===== src/design/sftb_pkg.sv =====
// ---------------------------------------------------------------------------
// sftb_pkg: shared types and constants of the splat compositor
// Fixed point formats, payload structs and the controller/datapath link.
// ---------------------------------------------------------------------------
`default_nettype none

package sftb_pkg;

	// fixed point format of colour and alpha
	localparam int FRAC_BITS = 16;
	localparam int ONE_W     = FRAC_BITS + 1;
	localparam int CH_W      = 16;
	localparam int PIX_W     = 16;

	localparam logic [ONE_W-1:0] ONE_Q  = {1'b1, {FRAC_BITS{1'b0}}};
	localparam logic [CH_W-1:0]  FULL_Q = (FRAC_BITS >= CH_W) ? {CH_W{1'b1}}
		: CH_W'((64'd1 << FRAC_BITS) - 64'd1);

	// configuration port
	localparam int CFG_W     = 16;
	localparam int CFG_IDX_W = 1;
	localparam logic [CFG_IDX_W-1:0] CFG_MIN_CONTRIBUTION = 1'd0;
	localparam logic [CFG_IDX_W-1:0] CFG_STOP_LEVEL       = 1'd1;

	typedef struct packed {
		logic                    has_splat;
		logic signed [PIX_W-1:0] offset_x;
		logic signed [PIX_W-1:0] offset_y;
		logic [PIX_W-1:0]        splat_radius;
		logic [CH_W-1:0]         splat_alpha;
		logic [CH_W-1:0]         splat_red;
		logic [CH_W-1:0]         splat_green;
		logic [CH_W-1:0]         splat_blue;
		logic                    pixel_done;
	} sftb_in_t;

	typedef struct packed {
		logic [CH_W-1:0] out_red;
		logic [CH_W-1:0] out_green;
		logic [CH_W-1:0] out_blue;
		logic [CH_W-1:0] out_alpha;
	} sftb_out_t;

	// controller to datapath
	typedef struct packed {
		logic load;
		logic geo;
		logic cmp;
		logic col;
		logic acc;
	} sftb_cmd_t;

	// datapath to controller
	typedef struct packed {
		logic pixel_done;
		logic out_blocked;
	} sftb_sts_t;

	// clamp a channel value to full scale
	function automatic logic [CH_W-1:0] clamp_full(input logic [CH_W-1:0] v);
		return (v > FULL_Q) ? FULL_Q : v;
	endfunction

	// saturating accumulate at full scale
	function automatic logic [CH_W-1:0] add_sat(input logic [CH_W-1:0] a,
		input logic [CH_W-1:0] b);
		logic [CH_W:0] s;
		s = {1'b0, a} + {1'b0, b};
		return (s > {1'b0, FULL_Q}) ? FULL_Q : s[CH_W-1:0];
	endfunction

endpackage

`default_nettype wire


===== src/design/sftb_in_if.sv =====
// ---------------------------------------------------------------------------
// sftb_in_if: splat contribution channel
// Valid/ready channel carrying one splat contribution per transaction.
// ---------------------------------------------------------------------------
`default_nettype none

interface sftb_in_if;
	logic               valid;
	logic               ready;
	sftb_pkg::sftb_in_t data;

	modport source (output valid, output data, input ready);
	modport sink (input valid, input data, output ready);
endinterface

`default_nettype wire


===== src/design/sftb_out_if.sv =====
// ---------------------------------------------------------------------------
// sftb_out_if: composited pixel channel
// Valid/ready channel carrying one RGBA pixel per transaction.
// ---------------------------------------------------------------------------
`default_nettype none

interface sftb_out_if;
	logic                valid;
	logic                ready;
	sftb_pkg::sftb_out_t data;

	modport source (output valid, output data, input ready);
	modport sink (input valid, input data, output ready);
endinterface

`default_nettype wire


===== src/design/sftb_ctrl.sv =====
// ---------------------------------------------------------------------------
// sftb_ctrl: compositor sequencer
// Steps one accepted contribution through geometry, compare, colour and
// accumulate, holding a closing item in accumulate while the previous pixel cannot leave.
// ---------------------------------------------------------------------------
`default_nettype none

module sftb_ctrl (
	input  wire logic                clk,
	input  wire logic                arst_n,
	input  wire logic                in_valid,
	output logic                     in_ready,
	input  wire sftb_pkg::sftb_sts_t sts,
	output sftb_pkg::sftb_cmd_t      cmd
);

	localparam logic [2:0] S_IDLE = 3'd0;
	localparam logic [2:0] S_GEO  = 3'd1;
	localparam logic [2:0] S_CMP  = 3'd2;
	localparam logic [2:0] S_COL  = 3'd3;
	localparam logic [2:0] S_ACC  = 3'd4;

	logic [2:0] state_q;
	logic [2:0] state_nxt;
	logic       acc_stall;

	// a closing item waits while the previous pixel is still held
	assign acc_stall = sts.pixel_done && sts.out_blocked;

	// next state
	always_comb begin
		state_nxt = state_q;
		unique case (state_q)
			S_IDLE: if (in_valid) state_nxt = S_GEO;
			S_GEO:  state_nxt = S_CMP;
			S_CMP:  state_nxt = S_COL;
			S_COL:  state_nxt = S_ACC;
			S_ACC:  if (!acc_stall) state_nxt = S_IDLE;
			default: state_nxt = S_IDLE;
		endcase
	end

	always_ff @(posedge clk or negedge arst_n) begin
		if (!arst_n) begin
			state_q <= S_IDLE;
		end else begin
			state_q <= state_nxt;
		end
	end

	// commands
	assign in_ready = (state_q == S_IDLE);
	assign cmd.load = in_ready && in_valid;
	assign cmd.geo  = (state_q == S_GEO);
	assign cmd.cmp  = (state_q == S_CMP);
	assign cmd.col  = (state_q == S_COL);
	assign cmd.acc  = (state_q == S_ACC) && !acc_stall;

endmodule

`default_nettype wire


===== src/design/sftb_dp.sv =====
// ---------------------------------------------------------------------------
// sftb_dp: compositor datapath
// Holds the item, configuration, accumulators and output register, and does
// the radius test, the blend weight and the colour products.
// ---------------------------------------------------------------------------
`default_nettype none

module sftb_dp (
	input  wire logic                                clk,
	input  wire logic                                arst_n,
	input  wire sftb_pkg::sftb_cmd_t                 cmd,
	output sftb_pkg::sftb_sts_t                      sts,
	input  wire sftb_pkg::sftb_in_t                  in_data,
	output logic                                     out_valid,
	input  wire logic                                out_ready,
	output sftb_pkg::sftb_out_t                      out_data,
	input  wire logic                                cfg_we,
	input  wire logic [sftb_pkg::CFG_IDX_W-1:0]      cfg_index,
	input  wire logic [sftb_pkg::CFG_W-1:0]          cfg_data
);

	localparam int CH_W  = sftb_pkg::CH_W;
	localparam int SQ_W  = 2 * sftb_pkg::PIX_W;
	localparam int WP_W  = CH_W + sftb_pkg::ONE_W;
	localparam int CP_W  = 2 * CH_W;

	sftb_pkg::sftb_in_t item_q;
	logic [CH_W-1:0]    min_q;
	logic [CH_W-1:0]    stop_q;
	logic [CH_W-1:0]    sum_r_q, sum_g_q, sum_b_q, sum_a_q;
	logic [SQ_W-1:0]    sqx_q, sqy_q, rr_q;
	logic [WP_W-1:0]    wprod_q;
	logic               pre_ok_q;
	logic               hit_q;
	logic [CH_W-1:0]    w_q;
	logic [CH_W-1:0]    cr_q, cg_q, cb_q;
	logic               out_valid_q;
	sftb_pkg::sftb_out_t out_q;

	logic [CH_W-1:0]    abs_x, abs_y;
	logic [sftb_pkg::ONE_W-1:0] one_minus;
	logic [CH_W-1:0]    alpha_c;
	logic [SQ_W:0]      dist_sum;
	logic [CP_W-1:0]    prod_r, prod_g, prod_b;
	logic [CH_W-1:0]    nxt_r, nxt_g, nxt_b, nxt_a;

	// configuration registers
	always_ff @(posedge clk or negedge arst_n) begin
		if (!arst_n) begin
			min_q  <= 16'd257;
			stop_q <= 16'd64880;
		end else if (cfg_we) begin
			unique case (cfg_index)
				sftb_pkg::CFG_MIN_CONTRIBUTION: min_q  <= cfg_data;
				sftb_pkg::CFG_STOP_LEVEL:       stop_q <= cfg_data;
			endcase
		end
	end

	// item capture
	always_ff @(posedge clk) begin
		if (cmd.load) item_q <= in_data;
	end

	// geometry squares and blend weight product
	assign abs_x = item_q.offset_x[CH_W-1] ? CH_W'(-item_q.offset_x) : CH_W'(item_q.offset_x);
	assign abs_y = item_q.offset_y[CH_W-1] ? CH_W'(-item_q.offset_y) : CH_W'(item_q.offset_y);
	assign one_minus = sftb_pkg::ONE_Q - sftb_pkg::ONE_W'(sum_a_q);
	assign alpha_c   = sftb_pkg::clamp_full(item_q.splat_alpha);

	always_ff @(posedge clk) begin
		if (cmd.geo) begin
			sqx_q    <= SQ_W'(abs_x) * SQ_W'(abs_x);
			sqy_q    <= SQ_W'(abs_y) * SQ_W'(abs_y);
			rr_q     <= SQ_W'(item_q.splat_radius) * SQ_W'(item_q.splat_radius);
			wprod_q  <= WP_W'(alpha_c) * WP_W'(one_minus);
			pre_ok_q <= item_q.has_splat && (sum_a_q <= stop_q)
				&& (item_q.splat_alpha >= min_q);
		end
	end

	// radius test and weight
	assign dist_sum = {1'b0, sqx_q} + {1'b0, sqy_q};

	always_ff @(posedge clk) begin
		if (cmd.cmp) begin
			hit_q <= pre_ok_q && (dist_sum <= {1'b0, rr_q});
			w_q   <= CH_W'(wprod_q >> sftb_pkg::FRAC_BITS);
		end
	end

	// colour times weight
	assign prod_r = CP_W'(sftb_pkg::clamp_full(item_q.splat_red))   * CP_W'(w_q);
	assign prod_g = CP_W'(sftb_pkg::clamp_full(item_q.splat_green)) * CP_W'(w_q);
	assign prod_b = CP_W'(sftb_pkg::clamp_full(item_q.splat_blue))  * CP_W'(w_q);

	always_ff @(posedge clk) begin
		if (cmd.col) begin
			cr_q <= CH_W'(prod_r >> sftb_pkg::FRAC_BITS);
			cg_q <= CH_W'(prod_g >> sftb_pkg::FRAC_BITS);
			cb_q <= CH_W'(prod_b >> sftb_pkg::FRAC_BITS);
		end
	end

	// saturating accumulate
	assign nxt_r = hit_q ? sftb_pkg::add_sat(sum_r_q, cr_q) : sum_r_q;
	assign nxt_g = hit_q ? sftb_pkg::add_sat(sum_g_q, cg_q) : sum_g_q;
	assign nxt_b = hit_q ? sftb_pkg::add_sat(sum_b_q, cb_q) : sum_b_q;
	assign nxt_a = hit_q ? sftb_pkg::add_sat(sum_a_q, w_q)  : sum_a_q;

	always_ff @(posedge clk or negedge arst_n) begin
		if (!arst_n) begin
			sum_r_q <= '0;
			sum_g_q <= '0;
			sum_b_q <= '0;
			sum_a_q <= '0;
		end else if (cmd.acc) begin
			if (item_q.pixel_done) begin
				sum_r_q <= '0;
				sum_g_q <= '0;
				sum_b_q <= '0;
				sum_a_q <= '0;
			end else begin
				sum_r_q <= nxt_r;
				sum_g_q <= nxt_g;
				sum_b_q <= nxt_b;
				sum_a_q <= nxt_a;
			end
		end
	end

	// output register
	always_ff @(posedge clk or negedge arst_n) begin
		if (!arst_n) begin
			out_valid_q <= 1'b0;
		end else if (cmd.acc && item_q.pixel_done) begin
			out_valid_q <= 1'b1;
		end else if (out_ready) begin
			out_valid_q <= 1'b0;
		end
	end

	always_ff @(posedge clk) begin
		if (cmd.acc && item_q.pixel_done) begin
			out_q.out_red   <= nxt_r;
			out_q.out_green <= nxt_g;
			out_q.out_blue  <= nxt_b;
			out_q.out_alpha <= nxt_a;
		end
	end

	assign out_valid       = out_valid_q;
	assign out_data        = out_q;
	assign sts.pixel_done  = item_q.pixel_done;
	assign sts.out_blocked = out_valid_q && !out_ready;

endmodule

`default_nettype wire


===== src/design/splat_front_to_back_blend.sv =====
// ---------------------------------------------------------------------------
// splat_front_to_back_blend: front-to-back splat compositor
// Blends depth-sorted splat contributions into one RGBA pixel.
//
//   channel  dir  payload                                  transaction
//   in_ch    in   sftb_in_t (splat contribution)           valid & ready
//   out_ch   out  sftb_out_t (composited RGBA)             valid & ready
//   cfg      in   cfg_index / cfg_data                     cfg_we
//
// An item steps through the accept cycle, then geometry, compare, colour
// and accumulate steps, each a registered step of the shared datapath.
// The accumulator loop (weight depends on the previous sum_alpha) is why items do not overlap.
// The finished pixel sits in an output register; the next items are accepted
// while it waits, and only a closing item stalls in accumulate until it leaves.
// Reset clears the sums and loads the register defaults; no clearing pass.
// ---------------------------------------------------------------------------
`default_nettype none

module splat_front_to_back_blend (
	input  wire logic                           clk,
	input  wire logic                           arst_n,
	sftb_in_if.sink                             in_ch,
	sftb_out_if.source                          out_ch,
	input  wire logic                           cfg_we,
	input  wire logic [sftb_pkg::CFG_IDX_W-1:0] cfg_index,
	input  wire logic [sftb_pkg::CFG_W-1:0]     cfg_data
);

	sftb_pkg::sftb_cmd_t cmd;
	sftb_pkg::sftb_sts_t sts;

	// sequencer
	sftb_ctrl u_ctrl (
		.clk      (clk),
		.arst_n   (arst_n),
		.in_valid (in_ch.valid),
		.in_ready (in_ch.ready),
		.sts      (sts),
		.cmd      (cmd)
	);

	// datapath
	sftb_dp u_dp (
		.clk       (clk),
		.arst_n    (arst_n),
		.cmd       (cmd),
		.sts       (sts),
		.in_data   (in_ch.data),
		.out_valid (out_ch.valid),
		.out_ready (out_ch.ready),
		.out_data  (out_ch.data),
		.cfg_we    (cfg_we),
		.cfg_index (cfg_index),
		.cfg_data  (cfg_data)
	);

	// one step at a time
	a_cmd_onehot: assert property (@(posedge clk) disable iff (!arst_n)
		$onehot0({cmd.load, cmd.geo, cmd.cmp, cmd.col, cmd.acc}))
		else $error("more than one datapath step at once");

	// an accepted item keeps the input closed while it is worked on
	a_busy_after_accept: assert property (@(posedge clk) disable iff (!arst_n)
		in_ch.valid && in_ch.ready |=> !in_ch.ready)
		else $error("input accepted while an item is in flight");

	// a closing item always produces a pixel
	a_done_emits: assert property (@(posedge clk) disable iff (!arst_n)
		cmd.acc && sts.pixel_done |=> out_ch.valid)
		else $error("closing item did not produce a pixel");

	// accumulate never runs over an unread pixel for a closing item
	a_no_overwrite: assert property (@(posedge clk) disable iff (!arst_n)
		cmd.acc && sts.pixel_done |-> !sts.out_blocked)
		else $error("pixel overwritten before transaction");

endmodule

`default_nettype wire


===== src/flat_wrapper.sv =====
// flat-port wrapper written by rule: the top's interface ports become plain ports
module splat_front_to_back_blend_flat 
  (clk, arst_n, cfg_we, cfg_index, cfg_data, in_ch_valid, in_ch_data, in_ch_ready, out_ch_valid, out_ch_data, out_ch_ready);
  sftb_in_if in_ch_i ();
  sftb_out_if out_ch_i ();
  input  wire logic clk;
  input  wire logic arst_n;
  input  wire logic cfg_we;
  input  wire logic [sftb_pkg::CFG_IDX_W-1:0] cfg_index;
  input  wire logic [sftb_pkg::CFG_W-1:0] cfg_data;
  input wire logic [$bits(in_ch_i.valid)-1:0] in_ch_valid;
  input wire logic [$bits(in_ch_i.data)-1:0] in_ch_data;
  output wire logic [$bits(in_ch_i.ready)-1:0] in_ch_ready;
  output wire logic [$bits(out_ch_i.valid)-1:0] out_ch_valid;
  output wire logic [$bits(out_ch_i.data)-1:0] out_ch_data;
  input wire logic [$bits(out_ch_i.ready)-1:0] out_ch_ready;
  assign in_ch_i.valid = in_ch_valid;
  assign in_ch_i.data = in_ch_data;
  assign in_ch_ready = in_ch_i.ready;
  assign out_ch_valid = out_ch_i.valid;
  assign out_ch_data = out_ch_i.data;
  assign out_ch_i.ready = out_ch_ready;
  splat_front_to_back_blend u_core (.clk(clk), .arst_n(arst_n), .in_ch(in_ch_i), .out_ch(out_ch_i), .cfg_we(cfg_we), .cfg_index(cfg_index), .cfg_data(cfg_data));
endmodule

===== config.mk =====
export PLATFORM = sky130hd
export DESIGN_NAME = splat_front_to_back_blend_flat
export DESIGN_NICKNAME = d
export VERILOG_FILES = /design/src/design/sftb_pkg.sv /design/src/design/sftb_in_if.sv /design/src/design/sftb_out_if.sv /design/src/design/sftb_ctrl.sv /design/src/design/sftb_dp.sv /design/src/design/splat_front_to_back_blend.sv /design/src/flat_wrapper.sv
export SDC_FILE = /design/constraint.sdc
export NUM_CORES = 2
export LEC_CHECK = 0
export BUFFER_PORTS_ARGS = -buffer_cell sky130_fd_sc_hd__buf_2
export CORE_MARGIN = 4
export CORE_UTILIZATION = 60
export CTS_CLUSTER_DIAMETER = 120
export CTS_CLUSTER_SIZE = 24
export DETAILED_ROUTE_END_ITERATION = 10
export GPL_ROUTABILITY_DRIVEN = 0
export HOLD_SLACK_MARGIN = 0.03
export PLACE_DENSITY = 0.82
export SLEW_MARGIN = 10
export SYNTH_ARGS = -nofsm -noshare
export SYNTH_HDL_FRONTEND = slang
export SYNTH_HIERARCHICAL = 1
export SYNTH_SLANG_ARGS = --single-unit

===== constraint.sdc =====
create_clock -name clk -period 9.9 [get_ports clk]
set_clock_uncertainty 0.2 [all_clocks]
set_input_delay 1.98 -clock clk [delete_from_list [all_inputs] [get_ports clk]]
set_output_delay 1.98 -clock clk [all_outputs]
set_load 0.1 [all_outputs]

==> load_flow_metrics.sql <==
INSERT INTO impl_metrics (metric_group, metric, value, unit) VALUES
('outcome', 'status', 'completed', ''),
('global_route', 'grt_first_pass_wirelength', '292000', 'um'),
('global_route', 'antenna_found_initial', '9', ''),
('clocking', 'postCtsSetupRepairBufs', '0', ''),
('global_route', 'grt_pass1_vias', '58300', ''),
('worst_setup_path', 'critical-path-top-cell-by-count', 'inv_1', ''),
('worst_setup_path', 'critical_path.max_fanout', '16', ''),
('worst_setup_path', 'critPathArrivalTime', '9.20', 'ns'),
('sta', 'final_period_minus_worst_setup_slack', '8.96', 'ns'),
('yosys', 'synth-async-reset-ratio', '22.1', '%'),
('worst_setup_path', 'timing_worst_setup_path_type', 'reg2reg', ''),
('sta', 'rsz0062_at_grt', 'false', ''),
('cells_and_area', 'drive_gt1_share', '5.51', '%'),
('yosys', 'yosysWarningCount', '6', ''),
('placement', 'dpl.hpwl', '139000', 'um'),
('cells_and_area', 'nNetsFinal', '10000', ''),
('die', 'die-height', '360', 'um'),
('cells_and_area', 'most-common-layout-cells', 'inv_1 (1,723), fa_1 (1,279), nand2_1 (947)', ''),
('route', 'routed_wirelength', '175000', 'um'),
('cells_and_area', 'mostFrequentLayoutCell', 'inv_1', ''),
('yosys', 'ys_ff_latch', '453', ''),
('sta', 'worst_slew_margin_rel', '10.7', '%'),
('flow_run', 'max_cap_violations', '0', ''),
('placement', 'preCtsSetupSlack', '1.09', 'ns'),
('clocking', 'postCtsResizedCells', '0', ''),
('clocking', 'clock_tree.buffer_depth', '3', ''),
('die', 'core-area', '122000', 'sq um'),
('die', 'top_level_ports', '202', ''),
('clocking', 'cts_hold_buffers', '0', ''),
('clocking', 'htreeDepth', '1', ''),
('route', 'drt_first_pass_iters', '7', ''),
('cells_and_area', 'area_growth_syn_to_layout', '5.09', '%'),
('die', 'num_rows', '128', ''),
('clocking', 'cts_inserted_buffers', '29', ''),
('global_route', 'globalRouteMet2Util', '48.0', '%'),
('yosys', 'synth_enable_flop_cells', '353', ''),
('yosys', 'yosysSeqAreaShare', '17.7', '%'),
('global_route', 'gr-usage-all-layers', '27.7', '%'),
('hold_path', 'worstHoldPathType', 'reg2reg', ''),
('yosys', 'number_of_distinct_standard_cells_referenced_by_the_synthesized_netlist', '95', ''),
('route', 'postRouteAntennaNets', '0', ''),
('clocking', 'clk_pin_slew_worst_paths', '0.10', 'ns'),
('clocking', 'clock_latency', '0.69', 'ns'),
('worst_setup_path', 'worst_path_largest_cell_delay', '0.55', 'ns'),
('route', 'post_drt_via_cell_ratio', '5.67', ''),
('sta', 'period_share', '90.5', '%'),
('placement', 'buffers_added_on_ports', '201', ''),
('clocking', 'cts_tree', 'done', ''),
('clocking', 'clkSinkCount', '453', ''),
('sta', 'final-max-slew-violation-count', '0', ''),
('global_route', 'grt.overflow.total', '0', ''),
('sta', 'timing_worst_slew_pin_value', '1.34', 'ns'),
('global_route', 'met3_usage', '4.12', '%'),
('sta', 'setup_tns', '0', 'ns'),
('sta', 'final-setup-viol-count', '0', ''),
('worst_setup_path', 'critical_path_required', '10.14', 'ns'),
('yosys', 'postSynthAreaPerCell', '9.69', 'sq um'),
('global_route', 'grt.busiest_layer', 'met2', ''),
('die', 'initial_util', '60.7', '%'),
('die', 'dieWidth', '360', 'um'),
('die', 'die_area', '130000', 'sq um'),
('sta', 'worst_slack', '0.943', 'ns'),
('clocking', 'cts-root-buf', 'clkbuf_16', ''),
('yosys', 'synth.cell_area', '74300', 'sq um'),
('global_route', 'grtUsageMet1', '34.8', '%'),
('route', 'drc', '0', ''),
('global_route', 'grt_max_degree', '71', ''),
('worst_setup_path', 'start_kind', 'register', ''),
('route', 'post_drt_wl_per_cell', '18.7', 'um'),
('route', 'drt_iter0_drc', '4006', ''),
('yosys', 'synthCells', '7665', ''),
('sta', 'maximum_clock_rate', '112', 'MHz'),
('route', 'dr_total_vias', '53300', ''),
('worst_setup_path', 'slowest_library_cell_on_the_worst_path', 'fa_1', ''),
('worst_setup_path', 'setup.worst_path.end_class', 'register', ''),
('yosys', 'yosys_most_used_dff', 'edfxtp_1', ''),
('sta', 'number_of_hold_slack_violations_in_the_final_timing_report', '0', '');
worst max-delay path, delay by kind of cell (launching register included):
kind                     cells  cell delay [ns]
adder cells (fa/ha/maj)      8             3.51
AO/OA/AOI/OAI                8             1.90
buffers and inverters        8             1.17
AND/OR/NAND/NOR              5             1.01
flip-flops                   1             0.48
XOR/XNOR                     2             0.46
Yosys cell counts, drive strengths merged (29+ instances only):
cell type | number | area share [%]
nand2 | 947 | 4.8
xor2 | 81 | 0.96
nand3 | 46 | 0.31
o21ai | 140 | 0.95
nor3 | 54 | 0.36
a21oi | 187 | 1.3
nand4 | 29 | 0.24
clkbuf | 235 | 1.2
a21o | 129 | 1.3
and2 | 450 | 3.8
o21a | 66 | 0.67
inv | 1728 | 8.7
fa | 1279 | 34
o21bai | 33 | 0.33
nor2 | 349 | 1.8
o22a | 34 | 0.40
ha | 853 | 14
edfxtp | 353 | 14
dfrtp | 88 | 3.0
a211oi | 29 | 0.29
nor2b | 33 | 0.28
xnor2 | 206 | 2.4
routing by layer:
layer / wire (um) / up-vias
li1: - / 23800
met1: 66600 / 26600
met2: 87000 / 2263
met3: 13900 / 533
met4: 7930 / 0
met5: 0 / -
through the flow:
stage          cells  hold WS (ns)  instance area, sq um  utilization [%]
2_1_floorplan   7685         0.200                 74400                -
5_1_grt         9396         0.226                 78100             63.8
4_1_cts         9391         0.214                 78100             63.8
6_report        9399         0.203                 78100             63.8
3_3_place_gp    9337         0.201                 77100             63.0
3_5_place_dp    9337         0.205                 77100             63.0
state kept, by name, indices dropped and copies added (netlist names), 3 cells and up:
name / cells
u_core/u_dp/rr_q: 31
u_core/u_dp/sum_b_q: 16
u_core/u_dp/stop_q: 16
u_core/u_dp/out_data: 64
u_core/u_dp/cr_q: 16
u_core/u_dp/sqx_q: 31
u_core/u_ctrl/state_q: 3
u_core/u_dp/sum_a_q: 16
u_core/u_dp/sum_r_q: 16
u_core/u_dp/cg_q: 16
u_core/u_dp/w_q: 16
u_core/u_dp/sqy_q: 31
u_core/u_dp/item_q: 113
u_core/u_dp/sum_g_q: 16
u_core/u_dp/wprod_q: 16
u_core/u_dp/min_q: 16
u_core/u_dp/cb_q: 16
kinds of logic (layout without fill, tap and decap cells):
| logic type | Yosys count | in the layout | share of synthesized area, % |
|---|---|---|---|
| AND/OR/NAND/NOR | 2011 | 2011 | 12.5 |
| multiplexers | 20 | 20 | 0.300 |
| other | 2 | 30 | 0.0101 |
| XOR/XNOR | 287 | 287 | 3.40 |
| flip-flops | 453 | 453 | 17.7 |
| adder cells (fa/ha/maj) | 2132 | 2132 | 48.8 |
| AO/OA/AOI/OAI | 782 | 782 | 7.31 |
| buffers and inverters | 1978 | 2059 | 10.0 |
path summary, 6_finish.rpt:
check	from	cells after the start	slack, ns	to
hold / removal	u_core/u_dp/wprod_q[28]	0	0.20	u_core/u_dp/w_q[12]
setup / recovery	u_core/u_dp/item_q[97]	31	0.94	u_core/u_dp/sqx_q[31]
min in group asynchronous	arst_n	1	1.04	u_core/u_dp/stop_q[0]
max in group asynchronous	arst_n	2	7.14	u_core/u_dp/sum_r_q[1]
hold reg to reg	u_core/u_dp/wprod_q[28]	0	0.20	u_core/u_dp/w_q[12]
setup reg to reg	u_core/u_dp/item_q[97]	31	0.94	u_core/u_dp/sqx_q[31]
layout make-up:
| type | instances | area [sq um] |
|---|---|---|
| Antenna cell | 8 | 20.0 |
| Clock buffer | 38 | 759 |
| Clock inverter | 16 | 226 |
| Fill cell | 9463 | 44300 |
| Inverter | 1736 | 6520 |
| Multi-Input combinational cell | 5254 | 53900 |
| Sequential cell | 453 | 13100 |
| Tap cell | 1625 | 2030 |
| Timing Repair Buffer | 269 | 1530 |
Power is not shown: default switching activity piles up to over one toggle a cycle in this logic, so the estimate is an artifact.
